===== src/rtl/gqig_pkg.sv =====
package gqig_pkg;

    // Quotient bits of the parent-cell divide, one bit per pipeline stage
    localparam int DIV_W      = 8;
    localparam int DIV_STAGES = DIV_W;

    // Pipeline stage positions
    localparam int ST_IN    = 0;
    localparam int ST_DIV0  = 1;
    localparam int ST_P     = ST_DIV0 + DIV_STAGES;
    localparam int ST_R     = ST_P + 1;
    localparam int ST_S     = ST_R + 1;
    localparam int ST_O     = ST_S + 1;
    localparam int N_STAGES = ST_O + 1;

    localparam int IDX_W = 17;
    localparam int P_W   = 16;

    // Configuration register indexes
    localparam logic [2:0] CFG_GRID_COLS    = 3'd0;
    localparam logic [2:0] CFG_GRID_ROWS    = 3'd1;
    localparam logic [2:0] CFG_CELL_SUBDIV  = 3'd2;
    localparam logic [2:0] CFG_ACTIVE_COUNT = 3'd3;
    localparam logic [2:0] CFG_SEAM_COUNT   = 3'd4;

    // Input item modes
    localparam logic [1:0] MODE_QUAD      = 2'd0;
    localparam logic [1:0] MODE_ACTIVE_WR = 2'd1;
    localparam logic [1:0] MODE_SEAM_WR   = 2'd2;

    typedef enum logic [1:0] {
        KIND_QUAD,
        KIND_ACTIVE_WR,
        KIND_SEAM_WR
    } item_kind_t;

    typedef struct packed {
        item_kind_t         kind;
        logic [7:0]         row;
        logic [7:0]         col;
        logic [9:0]         tix;
        logic signed [8:0]  tval;
        logic [IDX_W-1:0]   bl;
        logic [IDX_W-1:0]   tl;
    } item_t;

    // Item presented to the table stage
    typedef struct packed {
        logic               valid;
        item_kind_t         kind;
        logic [9:0]         tix;
        logic signed [8:0]  tval;
        logic [7:0]         col;
        logic [P_W-1:0]     p;
    } tbl_req_t;

endpackage


===== src/rtl/gqig_div_lane.sv =====
module gqig_div_lane
    import gqig_pkg::*;
(
    input  logic                  aclk,
    input  logic [DIV_STAGES-1:0] stage_en,
    input  logic [DIV_W-1:0]      divisor,
    input  logic [DIV_W-1:0]      dividend,
    output logic [DIV_W-1:0]      quotient
);

    logic [DIV_W-1:0] rem_reg [DIV_STAGES];
    logic [DIV_W-1:0] num_reg [DIV_STAGES];
    logic [DIV_W-1:0] quo_reg [DIV_STAGES];

    for (genvar j = 0; j < DIV_STAGES; j++) begin : g_stage
        logic [DIV_W-1:0] rem_in;
        logic [DIV_W-1:0] num_in;
        logic [DIV_W-1:0] quo_in;
        logic [DIV_W:0]   trial;
        logic             ge;
        logic [DIV_W-1:0] rem_next;
        logic [DIV_W-1:0] quo_next;

        if (j == 0) begin : g_first
            assign rem_in = '0;
            assign num_in = dividend;
            assign quo_in = '0;
        end else begin : g_next
            assign rem_in = rem_reg[j-1];
            assign num_in = num_reg[j-1];
            assign quo_in = quo_reg[j-1];
        end

        // Shift in the next dividend bit, subtract when the divisor fits
        always_comb begin
            trial    = {rem_in, num_in[DIV_W-1-j]};
            ge       = (trial >= {1'b0, divisor});
            rem_next = ge ? DIV_W'(trial - {1'b0, divisor}) : trial[DIV_W-1:0];
            quo_next = quo_in;
            quo_next[DIV_W-1-j] = ge;
        end

        always_ff @(posedge aclk) begin
            if (stage_en[j]) begin
                rem_reg[j] <= rem_next;
                num_reg[j] <= num_in;
                quo_reg[j] <= quo_next;
            end
        end
    end

    assign quotient = quo_reg[DIV_STAGES-1];

endmodule


===== src/rtl/gqig_tables.sv =====
module gqig_tables
    import gqig_pkg::*;
#(
    parameter int ACTIVE_DEPTH = 1024,
    parameter int MAX_SEAMS    = 8,
    localparam int AW          = (ACTIVE_DEPTH > 1) ? $clog2(ACTIVE_DEPTH) : 1,
    localparam int KW          = (MAX_SEAMS > 1) ? $clog2(MAX_SEAMS) : 1
)
(
    input  logic          aclk,
    input  logic          aresetn,
    input  logic          load_en,
    input  tbl_req_t      req,
    input  logic [7:0]    grid_cols,
    input  logic [10:0]   active_count,
    input  logic [3:0]    seam_count,
    output logic          clearing,
    output logic          act_bit,
    output logic          p_ok,
    output logic          seam_hit,
    output logic [KW-1:0] seam_rank
);

    logic                  mem [ACTIVE_DEPTH];
    logic signed [8:0]     seam_reg [MAX_SEAMS];

    logic                  clearing_reg;
    logic [AW-1:0]         clr_addr_reg;
    logic                  act_bit_reg;
    logic                  p_ok_reg;
    logic                  seam_hit_reg;
    logic [KW-1:0]         seam_rank_reg;

    logic                  step;
    logic                  act_we;
    logic                  seam_we;
    logic [P_W-1:0]        tix_ext;
    logic [AW-1:0]         wr_addr;
    logic [AW-1:0]         rd_addr;
    logic [7:0]            col1;
    logic [MAX_SEAMS-1:0]  seam_valid;
    logic [MAX_SEAMS-1:0]  seam_match;
    logic [KW-1:0]         rank_arr [MAX_SEAMS];
    logic                  hit_next;
    logic [KW-1:0]         rank_next;
    logic                  p_ok_next;

    assign step    = load_en && req.valid;
    assign act_we  = step && (req.kind == KIND_ACTIVE_WR)
                     && ({7'd0, req.tix} < 17'(ACTIVE_DEPTH));
    assign seam_we = step && (req.kind == KIND_SEAM_WR)
                     && ({7'd0, req.tix} < 17'(MAX_SEAMS));
    assign tix_ext = P_W'(req.tix);
    assign wr_addr = tix_ext[AW-1:0];
    assign rd_addr = req.p[AW-1:0];
    assign col1    = req.col + 8'd1;

    // Bitmap clear sweep after reset
    always_ff @(posedge aclk) begin
        if (!aresetn) begin
            clearing_reg <= 1'b1;
            clr_addr_reg <= '0;
        end else if (clearing_reg) begin
            clr_addr_reg <= clr_addr_reg + AW'(1);
            if (clr_addr_reg == AW'(ACTIVE_DEPTH - 1)) begin
                clearing_reg <= 1'b0;
            end
        end
    end

    always_ff @(posedge aclk) begin
        if (clearing_reg) begin
            mem[clr_addr_reg] <= 1'b0;
        end else if (act_we) begin
            mem[wr_addr] <= (req.tval != '0);
        end
    end

    always_ff @(posedge aclk) begin
        if (load_en) begin
            act_bit_reg <= mem[rd_addr];
        end
    end

    always_ff @(posedge aclk) begin
        if (seam_we) begin
            seam_reg[req.tix[KW-1:0]] <= req.tval;
        end
    end

    // Rank of each seam entry among the valid ones before it; last match wins
    always_comb begin
        logic [MAX_SEAMS-1:0] below;
        for (int i = 0; i < MAX_SEAMS; i++) begin
            seam_valid[i] = (5'(i) < {1'b0, seam_count}) && !seam_reg[i][8]
                            && (seam_reg[i][7:0] <= grid_cols);
            seam_match[i] = seam_valid[i] && (seam_reg[i][7:0] == col1);
        end
        for (int i = 0; i < MAX_SEAMS; i++) begin
            below = '0;
            for (int j = 0; j < i; j++) begin
                below[j] = seam_valid[j];
            end
            rank_arr[i] = KW'($countones(below));
        end
        hit_next  = |seam_match;
        rank_next = '0;
        for (int i = 0; i < MAX_SEAMS; i++) begin
            if (seam_match[i]) begin
                rank_next = rank_arr[i];
            end
        end
        p_ok_next = ({1'b0, req.p} < {6'd0, active_count})
                    && ({1'b0, req.p} < 17'(ACTIVE_DEPTH));
    end

    always_ff @(posedge aclk) begin
        if (load_en) begin
            p_ok_reg      <= p_ok_next;
            seam_hit_reg  <= hit_next;
            seam_rank_reg <= rank_next;
        end
    end

    assign clearing  = clearing_reg;
    assign act_bit   = act_bit_reg;
    assign p_ok      = p_ok_reg;
    assign seam_hit  = seam_hit_reg;
    assign seam_rank = seam_rank_reg;

endmodule


===== src/rtl/grid_quad_index_generator.sv =====
// Quad index generator: for each in-grid quad request it returns the four corner
// vertex indices (right-edge corners on a seam column take the seam duplicate)
// and the parent-cell active flag. Throughput is one item per clock while m_ready
// does not stall; a request passes through the input register, the eight
// one-bit-per-stage quotient stages of the parent-cell divide and the multiply,
// table-lookup, seam-offset and output stages. Load items (active bit and seam
// entry writes) flow through the same pipeline and update the tables in the
// lookup stage, so later requests always see them; they, mode 3 items and
// requests outside the grid give no result. After reset s_ready stays low
// while the active bitmap is cleared one entry per cycle.
// Write configuration only while the pipeline is empty.
module grid_quad_index_generator
    import gqig_pkg::*;
#(
    parameter int ACTIVE_DEPTH = 1024,
    parameter int MAX_SEAMS    = 8
)
(
    input  logic                    aclk,
    input  logic                    aresetn,

    input  logic                    cfg_we,
    input  logic [2:0]              cfg_index,
    input  logic [10:0]             cfg_wdata,

    input  logic                    s_valid,
    output logic                    s_ready,
    input  logic [1:0]              s_mode,
    input  logic [7:0]              s_quad_row,
    input  logic [7:0]              s_quad_col,
    input  logic [9:0]              s_table_index,
    input  logic signed [8:0]       s_table_value,

    output logic                    m_valid,
    input  logic                    m_ready,
    output logic [IDX_W-1:0]        m_corner_bl,
    output logic [IDX_W-1:0]        m_corner_br,
    output logic [IDX_W-1:0]        m_corner_tr,
    output logic [IDX_W-1:0]        m_corner_tl,
    output logic                    m_quad_active
);

    localparam int KW = (MAX_SEAMS > 1) ? $clog2(MAX_SEAMS) : 1;

    logic [7:0]         grid_cols_reg;
    logic [7:0]         grid_rows_reg;
    logic [7:0]         cell_subdiv_reg;
    logic [10:0]        active_count_reg;
    logic [3:0]         seam_count_reg;

    logic [8:0]         per_row_reg;
    logic [8:0]         rp1_reg;
    logic [IDX_W-1:0]   vcount_reg;
    logic [7:0]         div_d_reg;

    logic [N_STAGES-1:0] valid_reg;
    logic [N_STAGES-1:0] valid_next;
    logic [N_STAGES-1:0] en;
    item_t               item_reg  [ST_S+1];
    item_t               item_next [ST_S+1];

    logic [DIV_W-1:0]   q_row;
    logic [DIV_W-1:0]   q_col;
    logic [DIV_W-1:0]   q_cols;
    logic [P_W-1:0]     p_reg;
    tbl_req_t           tbl_req;
    logic               clearing;
    logic               act_bit;
    logic               p_ok;
    logic               seam_hit;
    logic [KW-1:0]      seam_rank;

    logic               active_s_reg;
    logic               hit_s_reg;
    logic [IDX_W-1:0]   dupbase_s_reg;

    logic [IDX_W-1:0]   bl_o_reg;
    logic [IDX_W-1:0]   br_o_reg;
    logic [IDX_W-1:0]   tr_o_reg;
    logic [IDX_W-1:0]   tl_o_reg;
    logic               active_o_reg;

    logic               keep;
    item_kind_t         in_kind;
    logic [IDX_W-1:0]   row17;

    // Configuration registers
    always_ff @(posedge aclk) begin
        if (!aresetn) begin
            grid_cols_reg    <= 8'd1;
            grid_rows_reg    <= 8'd1;
            cell_subdiv_reg  <= 8'd0;
            active_count_reg <= 11'd0;
            seam_count_reg   <= 4'd0;
        end else if (cfg_we) begin
            case (cfg_index)
                CFG_GRID_COLS:    grid_cols_reg    <= cfg_wdata[7:0];
                CFG_GRID_ROWS:    grid_rows_reg    <= cfg_wdata[7:0];
                CFG_CELL_SUBDIV:  cell_subdiv_reg  <= cfg_wdata[7:0];
                CFG_ACTIVE_COUNT: active_count_reg <= cfg_wdata;
                CFG_SEAM_COUNT:   seam_count_reg   <= cfg_wdata[3:0];
                default: ;
            endcase
        end
    end

    // Values derived from configuration, registered; vcount_reg is formed from the registered per_row_reg and rp1_reg
    always_ff @(posedge aclk) begin
        per_row_reg <= {1'b0, grid_cols_reg} + 9'd1;
        rp1_reg     <= {1'b0, grid_rows_reg} + 9'd1;
        vcount_reg  <= IDX_W'(18'(per_row_reg) * 18'(rp1_reg));
        div_d_reg   <= (cell_subdiv_reg == 8'd0) ? 8'd1 : cell_subdiv_reg;
    end

    // Input decode; drop mode 3 and out-of-grid requests at the door
    always_comb begin
        in_kind = KIND_QUAD;
        keep    = 1'b0;
        case (s_mode)
            MODE_QUAD: begin
                in_kind = KIND_QUAD;
                keep    = (s_quad_row < grid_rows_reg) && (s_quad_col < grid_cols_reg);
            end
            MODE_ACTIVE_WR: begin
                in_kind = KIND_ACTIVE_WR;
                keep    = 1'b1;
            end
            MODE_SEAM_WR: begin
                in_kind = KIND_SEAM_WR;
                keep    = 1'b1;
            end
            default: begin
                in_kind = KIND_QUAD;
                keep    = 1'b0;
            end
        endcase
    end

    // A stage loads when it is empty or its item moves on
    always_comb begin
        en[ST_O] = !valid_reg[ST_O] || m_ready;
        for (int k = ST_O - 1; k >= 0; k--) begin
            en[k] = !valid_reg[k] || en[k+1];
        end
    end

    assign s_ready = en[ST_IN] && !clearing;

    always_comb begin
        valid_next[ST_IN] = s_valid && s_ready && keep;
        for (int k = 1; k < N_STAGES; k++) begin
            valid_next[k] = valid_reg[k-1];
        end
        // Load items end at the table stage
        valid_next[ST_S] = valid_reg[ST_R] && (item_reg[ST_R].kind == KIND_QUAD);
    end

    always_ff @(posedge aclk) begin
        if (!aresetn) begin
            valid_reg <= '0;
        end else begin
            for (int k = 0; k < N_STAGES; k++) begin
                if (en[k]) begin
                    valid_reg[k] <= valid_next[k];
                end
            end
        end
    end

    // Item payload line; corner base indices formed in the two stages after the input stage
    always_comb begin
        item_next[ST_IN].kind = in_kind;
        item_next[ST_IN].row  = s_quad_row;
        item_next[ST_IN].col  = s_quad_col;
        item_next[ST_IN].tix  = s_table_index;
        item_next[ST_IN].tval = s_table_value;
        item_next[ST_IN].bl   = '0;
        item_next[ST_IN].tl   = '0;
        for (int k = 1; k <= ST_S; k++) begin
            item_next[k] = item_reg[k-1];
        end
        item_next[1].bl = IDX_W'(IDX_W'(item_reg[0].row) * IDX_W'(per_row_reg)
                                 + IDX_W'(item_reg[0].col));
        item_next[2].tl = item_reg[1].bl + IDX_W'(per_row_reg);
    end

    always_ff @(posedge aclk) begin
        for (int k = 0; k <= ST_S; k++) begin
            if (en[k]) begin
                item_reg[k] <= item_next[k];
            end
        end
    end

    // Parent cell: row/d, col/d and grid_cols/d
    gqig_div_lane u_div_row (
        .aclk     (aclk),
        .stage_en (en[ST_DIV0 +: DIV_STAGES]),
        .divisor  (div_d_reg),
        .dividend (item_reg[ST_IN].row),
        .quotient (q_row)
    );

    gqig_div_lane u_div_col (
        .aclk     (aclk),
        .stage_en (en[ST_DIV0 +: DIV_STAGES]),
        .divisor  (div_d_reg),
        .dividend (item_reg[ST_IN].col),
        .quotient (q_col)
    );

    gqig_div_lane u_div_cols (
        .aclk     (aclk),
        .stage_en (en[ST_DIV0 +: DIV_STAGES]),
        .divisor  (div_d_reg),
        .dividend (grid_cols_reg),
        .quotient (q_cols)
    );

    always_ff @(posedge aclk) begin
        if (en[ST_P]) begin
            p_reg <= P_W'(P_W'(q_row) * P_W'(q_cols) + P_W'(q_col));
        end
    end

    assign tbl_req.valid = valid_reg[ST_P];
    assign tbl_req.kind  = item_reg[ST_P].kind;
    assign tbl_req.tix   = item_reg[ST_P].tix;
    assign tbl_req.tval  = item_reg[ST_P].tval;
    assign tbl_req.col   = item_reg[ST_P].col;
    assign tbl_req.p     = p_reg;

    gqig_tables #(
        .ACTIVE_DEPTH (ACTIVE_DEPTH),
        .MAX_SEAMS    (MAX_SEAMS)
    ) u_tables (
        .aclk         (aclk),
        .aresetn      (aresetn),
        .load_en      (en[ST_R]),
        .req          (tbl_req),
        .grid_cols    (grid_cols_reg),
        .active_count (active_count_reg),
        .seam_count   (seam_count_reg),
        .clearing     (clearing),
        .act_bit      (act_bit),
        .p_ok         (p_ok),
        .seam_hit     (seam_hit),
        .seam_rank    (seam_rank)
    );

    // Seam duplicate base and active flag
    always_ff @(posedge aclk) begin
        if (en[ST_S]) begin
            active_s_reg  <= (active_count_reg == 11'd0) || (p_ok && act_bit);
            hit_s_reg     <= seam_hit;
            dupbase_s_reg <= IDX_W'(18'(vcount_reg) + 18'(seam_rank) * 18'(rp1_reg));
        end
    end

    assign row17 = IDX_W'(item_reg[ST_S].row);

    always_ff @(posedge aclk) begin
        if (en[ST_O]) begin
            bl_o_reg     <= item_reg[ST_S].bl;
            tl_o_reg     <= item_reg[ST_S].tl;
            br_o_reg     <= hit_s_reg ? dupbase_s_reg + row17
                                      : item_reg[ST_S].bl + IDX_W'(1);
            tr_o_reg     <= hit_s_reg ? dupbase_s_reg + row17 + IDX_W'(1)
                                      : item_reg[ST_S].tl + IDX_W'(1);
            active_o_reg <= active_s_reg;
        end
    end

    assign m_valid       = valid_reg[ST_O];
    assign m_corner_bl   = bl_o_reg;
    assign m_corner_br   = br_o_reg;
    assign m_corner_tr   = tr_o_reg;
    assign m_corner_tl   = tl_o_reg;
    assign m_quad_active = active_o_reg;

endmodule

===== config.mk =====
export PLATFORM = sky130hd
export DESIGN_NAME = grid_quad_index_generator
export DESIGN_NICKNAME = d
export VERILOG_FILES = /design/src/rtl/gqig_pkg.sv /design/src/rtl/gqig_div_lane.sv /design/src/rtl/gqig_tables.sv /design/src/rtl/grid_quad_index_generator.sv
export SDC_FILE = /design/constraint.sdc
export NUM_CORES = 2
export LEC_CHECK = 0
export ABC_AREA = 1
export CORE_MARGIN = 4
export CORE_UTILIZATION = 29
export CTS_BUF_LIST = sky130_fd_sc_hd__clkbuf_2
export DETAILED_ROUTE_END_ITERATION = 6
export DONT_BUFFER_PORTS = 1
export SLEW_MARGIN = 40
export SYNTH_ARGS = -nofsm -noshare
export SYNTH_HDL_FRONTEND = slang
export SYNTH_SLANG_ARGS = --single-unit

===== constraint.sdc =====
create_clock -name aclk -period 43.7 [get_ports aclk]
set_input_delay 4.37 -clock aclk [delete_from_list [all_inputs] [get_ports aclk]]
set_output_delay 4.37 -clock aclk [all_outputs]
set_load 0.02 [all_outputs]

Yosys cells after proc, flatten, opt, wreduce, memory -nomap -nowiden
Memories as Yosys holds them, arrays and structs flattened. A register that Yosys moved wholly into a read port is not among the register bits. Cells that the tools add are included.

Add/subtract/negate cells: 45. Multipliers: 4. Order comparisons: 45. Equality and inequality tests: 17. Muxes and demuxes: 71. Reductions and logical operators: 85.

Operators by type and width (number): two-way mux 8 bit (24); greater-or-equal comparator 9 x 8 -> 1 bit (21); subtractor 8 bit (21); equality test 8 bit (8); less-or-equal comparator 8 bit (8); adder 17 x 1 -> 17 bit (second input constant) (3); two-way mux 1 bit (36); logical AND 1 bit (35); adder 17 x 8 -> 17 bit (2); two-way mux 17 bit (2); greater-or-equal comparator 1 x 8 -> 1 bit (3); subtractor 1 x 8 -> 8 bit (3); logical NOT 1 bit (22); adder 8 x 1 -> 9 bit (second input constant) (2); two-way mux 3 bit (6); adder 17 x 12 -> 17 bit (1); adder 17 x 9 -> 17 bit (1); multiplier 8 x 9 -> 17 bit (1); multiplier 9 x 9 -> 17 bit (1); adder 16 x 8 -> 16 bit (1); < comparator 16 x 11 -> 1 bit (1); < comparator 16 x 11 -> 1 bit (second input constant) (1); < comparator 3 x 4 -> 1 bit (first input constant) (4); < comparator 8 bit (2); 29 further kinds (58).

Flip-flop bits (word level): 215. Bits in writable memories: 2524. Input bits: 56. Output and inout bits: 71. Word-level logic and storage cells: 315. Memories: 12.

Memory list: u_tables.mem (words 1024, bits a word 1, rd ports 1, clocked after Yosys merged registers in 1, wr ports 1, line gqig_tables.sv:24) `logic mem [ACTIVE_DEPTH];`; item_reg (words 12, bits a word 71, rd ports 12, clocked after Yosys merged registers in 0, wr ports 12, line grid_quad_index_generator.sv:59) `item_t item_reg [ST_S+1];`; u_tables.seam_reg (words 8, bits a word 9, rd ports 8, clocked after Yosys merged registers in 0, wr ports 1, line gqig_tables.sv:25) `logic signed [8:0] seam_reg [MAX_SEAMS];`; u_div_col.num_reg (words 8, bits a word 8, rd ports 7, clocked after Yosys merged registers in 0, wr ports 8, line gqig_div_lane.sv:12) `logic [DIV_W-1:0] num_reg [DIV_STAGES];`; u_div_col.quo_reg (words 8, bits a word 8, rd ports 8, clocked after Yosys merged registers in 0, wr ports 8, line gqig_div_lane.sv:13) `logic [DIV_W-1:0] quo_reg [DIV_STAGES];`; u_div_col.rem_reg (words 8, bits a word 8, rd ports 7, clocked after Yosys merged registers in 0, wr ports 8, line gqig_div_lane.sv:11) `logic [DIV_W-1:0] rem_reg [DIV_STAGES];`; 6 more memories.

Longest topological paths before layout
Depth in word-level cells: 17. Depth in mapped cells: 22. Gate-level depth less buffers: 21.

Hierarchy
Synthesis repeated with hierarchy kept, for this count alone.

Cell total of the unflattened synthesis: 10712. Area total of the unflattened synthesis: 114482.3 um^2.

Modules (own cells, without submodules): gqig_tables (times used 1, cells each 5463, area an instance 52661.8 um^2); grid_quad_index_generator (times used 1, cells each 2861, area an instance 39864.5 um^2); gqig_div_lane at u_div_cols (times used 1, cells each 796, area an instance 7458.4 um^2); gqig_div_lane at u_div_col (times used 1, cells each 797, area an instance 7260.7 um^2); gqig_div_lane at u_div_row (times used 1, cells each 795, area an instance 7236.9 um^2).

Least setup slack after synthesis
No wires, ideal clock.

Path kind: input-to-reg. Start point: input m_ready. End point: memory u_tables.mem[0] (data pin). Arrival time: 34.373 ns. Data required time: 37.396 ns. Slack: 3.023 ns. Stages on the path: 8. Buffers on the path: 0. Cell sequence: inv_1 nand2_2 nor2_4 nand2_4 nand4_2 nor2_4 inv_2 a31oi_1.

Cells in the longest elaborated chain, start to end: 10.

Ends and longest elaborated chain: from (decl) (line grid_quad_index_generator.sv:35) `input logic m_ready,`; logical OR 1 bit (line grid_quad_index_generator.sv:141) `en[ST_O] = !valid_reg[ST_O] || m_ready;`; named net en[12] (line grid_quad_index_generator.sv:58) `logic [N_STAGES-1:0] en;`; logical OR 1 bit (2 in a row) (line grid_quad_index_generator.sv:143) `en[k] = !valid_reg[k] || en[k+1];`; logical AND 1 bit (line gqig_tables.sv:48) `assign step = load_en && req.valid;`; logical AND 1 bit (line gqig_tables.sv:49) `assign act_we = step && (req.kind == KIND_ACTIVE_WR)`; two-way mux 1 bit (line gqig_tables.sv:74) `end else if (act_we) begin`; two-way mux 1 bit (line gqig_tables.sv:72) `if (clearing_reg) begin`; two-way mux 1 bit (implied by the code) (line gqig_tables.sv:75) `mem[wr_addr] <= (req.tval != '0);`; OR reduction 1 bit (no line); two-way mux 1 bit (no line); to (decl) (line gqig_tables.sv:24).

The timed path passes the listed nets, and every way through them passes these cells.

Final worst setup path
Start point: input m_ready. End point: output s_ready.

Cells in the longest elaborated chain, start to end: 14.

Ends and longest elaborated chain: logical OR 1 bit (line grid_quad_index_generator.sv:141); named net en[12] (line grid_quad_index_generator.sv:58); logical OR 1 bit (4 in a row) (line grid_quad_index_generator.sv:143); named net en[8] (line grid_quad_index_generator.sv:58); logical OR 1 bit (2 in a row) (line grid_quad_index_generator.sv:143); named net en[6] (line grid_quad_index_generator.sv:58); logical OR 1 bit (2 in a row) (line grid_quad_index_generator.sv:143); named net en[4] (line grid_quad_index_generator.sv:58); logical OR 1 bit (2 in a row) (line grid_quad_index_generator.sv:143); named net en[2] (line grid_quad_index_generator.sv:58); logical OR 1 bit (2 in a row) (line grid_quad_index_generator.sv:143); logical AND 1 bit (line grid_quad_index_generator.sv:147) `assign s_ready = en[ST_IN] && !clearing;`; to (decl) (line grid_quad_index_generator.sv:27) `output logic s_ready,`.

The timed path passes the listed nets, and every way through them passes these cells.

==> impl_metrics.ini <==
[power_and_ir_drop]
p_total_w = 0.00760
ir_worst_vdd_mv = 0.204
leakagePower_nw = 46.0
power.density_nw_per_um2 = 63.8

[route]
vias_per_cell = 4.64
drtIter0Drc = 6809
route.antenna.remaining_nets = 0
wirelength_um = 272000
drtPass1Iterations = 7
vias = 70900
wl_per_cell_um = 17.8
drc_errors = 3

[timing]
maxSlewHeadroom = 0.334
min_period_ns = 13.29
hold_viol_final = 0
setup_viol = 0
fin_skew_ns = 0.219
setup-tns-final_ns = 0
rsz0062_at_grt = no
fmax_mhz = 75.2
final.period_utilization = 0.304
finalMaxSlewViolations = 0
worstMarginPinSlew_ns = 0.999

[clock_tree]
postCtsSetupBuffers = 0
numCtsBuffers = 587
path_clk_slew_ns = 0.11
cts_resized = 0
holdBufCountCts = 0
clk_path_buf_depth = 4
root_buffer = clkbuf_2
clock_sinks = 2361
cts_tree = yes
h-tree-depth = 6
clkLatencyLatePin_ns = 1.68

[setup_path]
crit_path_top_delay_cell = nor2_1
r2r-start = valid_reg[12]
path_common_cell = nor2_1
crit_required_ns = 39.33
crit_arrival_ns = 8.92
worstSetupPathType = input pin to output port
slowest_delay_ns = 0.60
end_kind = output port
path_max_fanout = 68
timing.rr.end = u_tables.mem[920]
rrSetupSlack_ns = 37.89
ff2ff_path_depth = 12
crit_chain = inv_1 > nand2_2 > nor2_4 > nand4_1 > buf_4 > nor2_1 > nand2_8 > nor2_1 > nand2_4 > nor2_1 > nand2_4 > nor2_1 > a21oi_4
cp-start-kind = input pin

[run]
maxCapViolCount = 0

[cells_and_area]
fillerInstances = 37900
areaGrowthSynthToFinish_pct = 10.0
fin_cells = 15300
drive_gt1_frac = 0.113
nets = 10500
largest_reg_flops = 1024

[placement]
finalWeightedCongestion = 0.815
hpwlAfterDp_um = 158000
io_buffers = 0
numPlacedInstances = 14300

[yosys]
muxShareOfSynthArea = 0
netlist_area_um2 = 108000
synthAdderAreaFrac = 0.0831
synth_cells = 9700
seq_area_frac_synth = 0.645
netlist.area_leader.share = 0.625
synthTopCellsByArea = edfxtp_1 (63%), nand2_1 (6.5%), nand3_1 (5.4%)
synth.avg_cell_area_um2 = 11.2
yosysWarningCount = 0
synth.largest_area_cell = edfxtp_1
synth_top_family_by_area = simple AND/OR/NAND/NOR gates
synthSimpleGateAreaFrac = 0.177
synth_seq_cells = 2361
synth_nets = 10400
synth-xor-area-share = 0.0178
synth_compound_area_frac = 0.0320
synthDistinctLibCells = 55

[global_routing]
antenna_found_initial = 38
grt.overflow.total = 0
grt_pass1_vias = 68400
track_usage = 0.138
grt_pass1_wl_um = 410000
grt_max_degree = 165

[floorplanning]
core_um2 = 372000
row_count = 224
die_h_um = 619
dieArea_um2 = 383000
chipWidth_um = 619
start_util = 0.291
io_pins = 127

[min_path]
hold_end = item_reg[5][53]
worstHoldStart = item_reg[4][53]
hp-class = register to register
hold_depth = 0

[outcome]
status = finished with violations
violations = design-rule violations
power by group:
part	internal [W]	switching [W]
combinational	0.00114	0.00189
sequential	0.00294	0.000174
clock	0.000586	0.000876
total	0.00467	0.00294
worst max-delay path by stage:
stage	from	end	slack, ns	cells after the start
2_1_floorplan	m_ready	u_tables.mem[0]	3.02	8
3_3_place_gp	m_ready	s_ready	30.08	13
3_5_place_dp	m_ready	s_ready	30.20	13
4_1_cts	m_ready	s_ready	30.20	13
5_1_grt	m_ready	s_ready	29.97	13
6_report	m_ready	s_ready	30.41	13
cells in the final DEF, fill, tap and decap left out, types with 11 or more instances in the layout:
| master | instances |
|---|---|
| inv_2 | 27 |
| diode_2 | 29 |
| nor4_1 | 15 |
| o21ai_0 | 183 |
| inv_1 | 733 |
| nand2_2 | 31 |
| dfxtp_1 | 101 |
| nand3_1 | 1133 |
| a21oi_1 | 344 |
| nor2_1 | 1370 |
| or2_2 | 11 |
| a31oi_1 | 13 |
| buf_4 | 89 |
| buf_6 | 23 |
| nand4_1 | 57 |
| xor2_1 | 151 |
| o21bai_1 | 13 |
| nand2_1 | 1847 |
| fa_1 | 185 |
| clkbuf_2 | 858 |
| xnor2_1 | 67 |
| ha_1 | 423 |
| clkinv_1 | 79 |
| a21o_1 | 17 |
| nor3_1 | 60 |
| nand3_2 | 24 |
| a211oi_1 | 13 |
| clkinv_2 | 20 |
| edfxtp_1 | 2255 |
| bufinv_16 | 11 |
final cells by class:
type | count | area, µm² | share of cell area
diodes | 29 | 72.6 | 0.000609
clock buffers | 858 | 4290 | 0.0360
well taps | 4972 | 6220 | 0.0522
clock inverters | 136 | 885 | 0.00743
flip-flops and latches | 2361 | 69800 | 0.586
repair buffers | 119 | 1070 | 0.00902
multi-input cells | 6061 | 33900 | 0.284
inverters | 755 | 2870 | 0.0241
stage by stage:
stage          utilization  hold WS [ns]  setup WS (ns)  cell area, µm²
3_5_place_dp         0.306         0.338          30.20          114000
4_1_cts              0.320         0.314          30.20          119000
3_3_place_gp         0.305         0.335          30.08          114000
2_1_floorplan            -         0.400           3.02          108000
5_1_grt              0.320         0.337          29.97          119000
6_report             0.320         0.334          30.41          119000
critical path: cells and delay by family:
| family | cells | cell delay (ns) |
|---|---|---|
| simple gates | 10 | 3.85 |
| buf+inv | 2 | 0.36 |
| compound gates | 1 | 0.28 |
synth_stat cells (all sizes together):
cell type  count
a211o          4
a211oi        13
a21boi         4
a21o          17
a21oi        345
a311oi         3
a31o           1
a31oi         14
a32o           1
and2           1
and3           2
buf          156
clkbuf       367
clkinv         2
dfxtp        106
edfxtp      2255
fa           185
ha           423
inv          753
nand2       1883
nand3       1159
nand3b         1
nand4         58
nor2        1386
nor3          62
nor3b          6
nor4          17
o2111ai        3
o211ai         9
o21a           4
o21ai        193
o21bai        13
o221ai         2
o31ai          3
o41ai          8
or2           18
or3            1
or4            3
xnor2         68
xor2         151
metal layers:
metal  track usage  vias to the layer above  part of all wire
met5             0                        -           0.00029
met4        0.0484                       14             0.030
met3        0.0291                      533             0.083
met2         0.219                     2564              0.46
met1         0.186                    34000              0.43
li1              -                    33800                 -
cells by family after synthesis:
group / Yosys count
AND/OR/NAND/NOR: 4597
flip-flops: 2361
buffers and inverters: 1278
AO/OA/AOI/OAI: 637
adder cells (fa/ha/maj): 608
XOR/XNOR: 219
(Power assumes the default switching activity.)
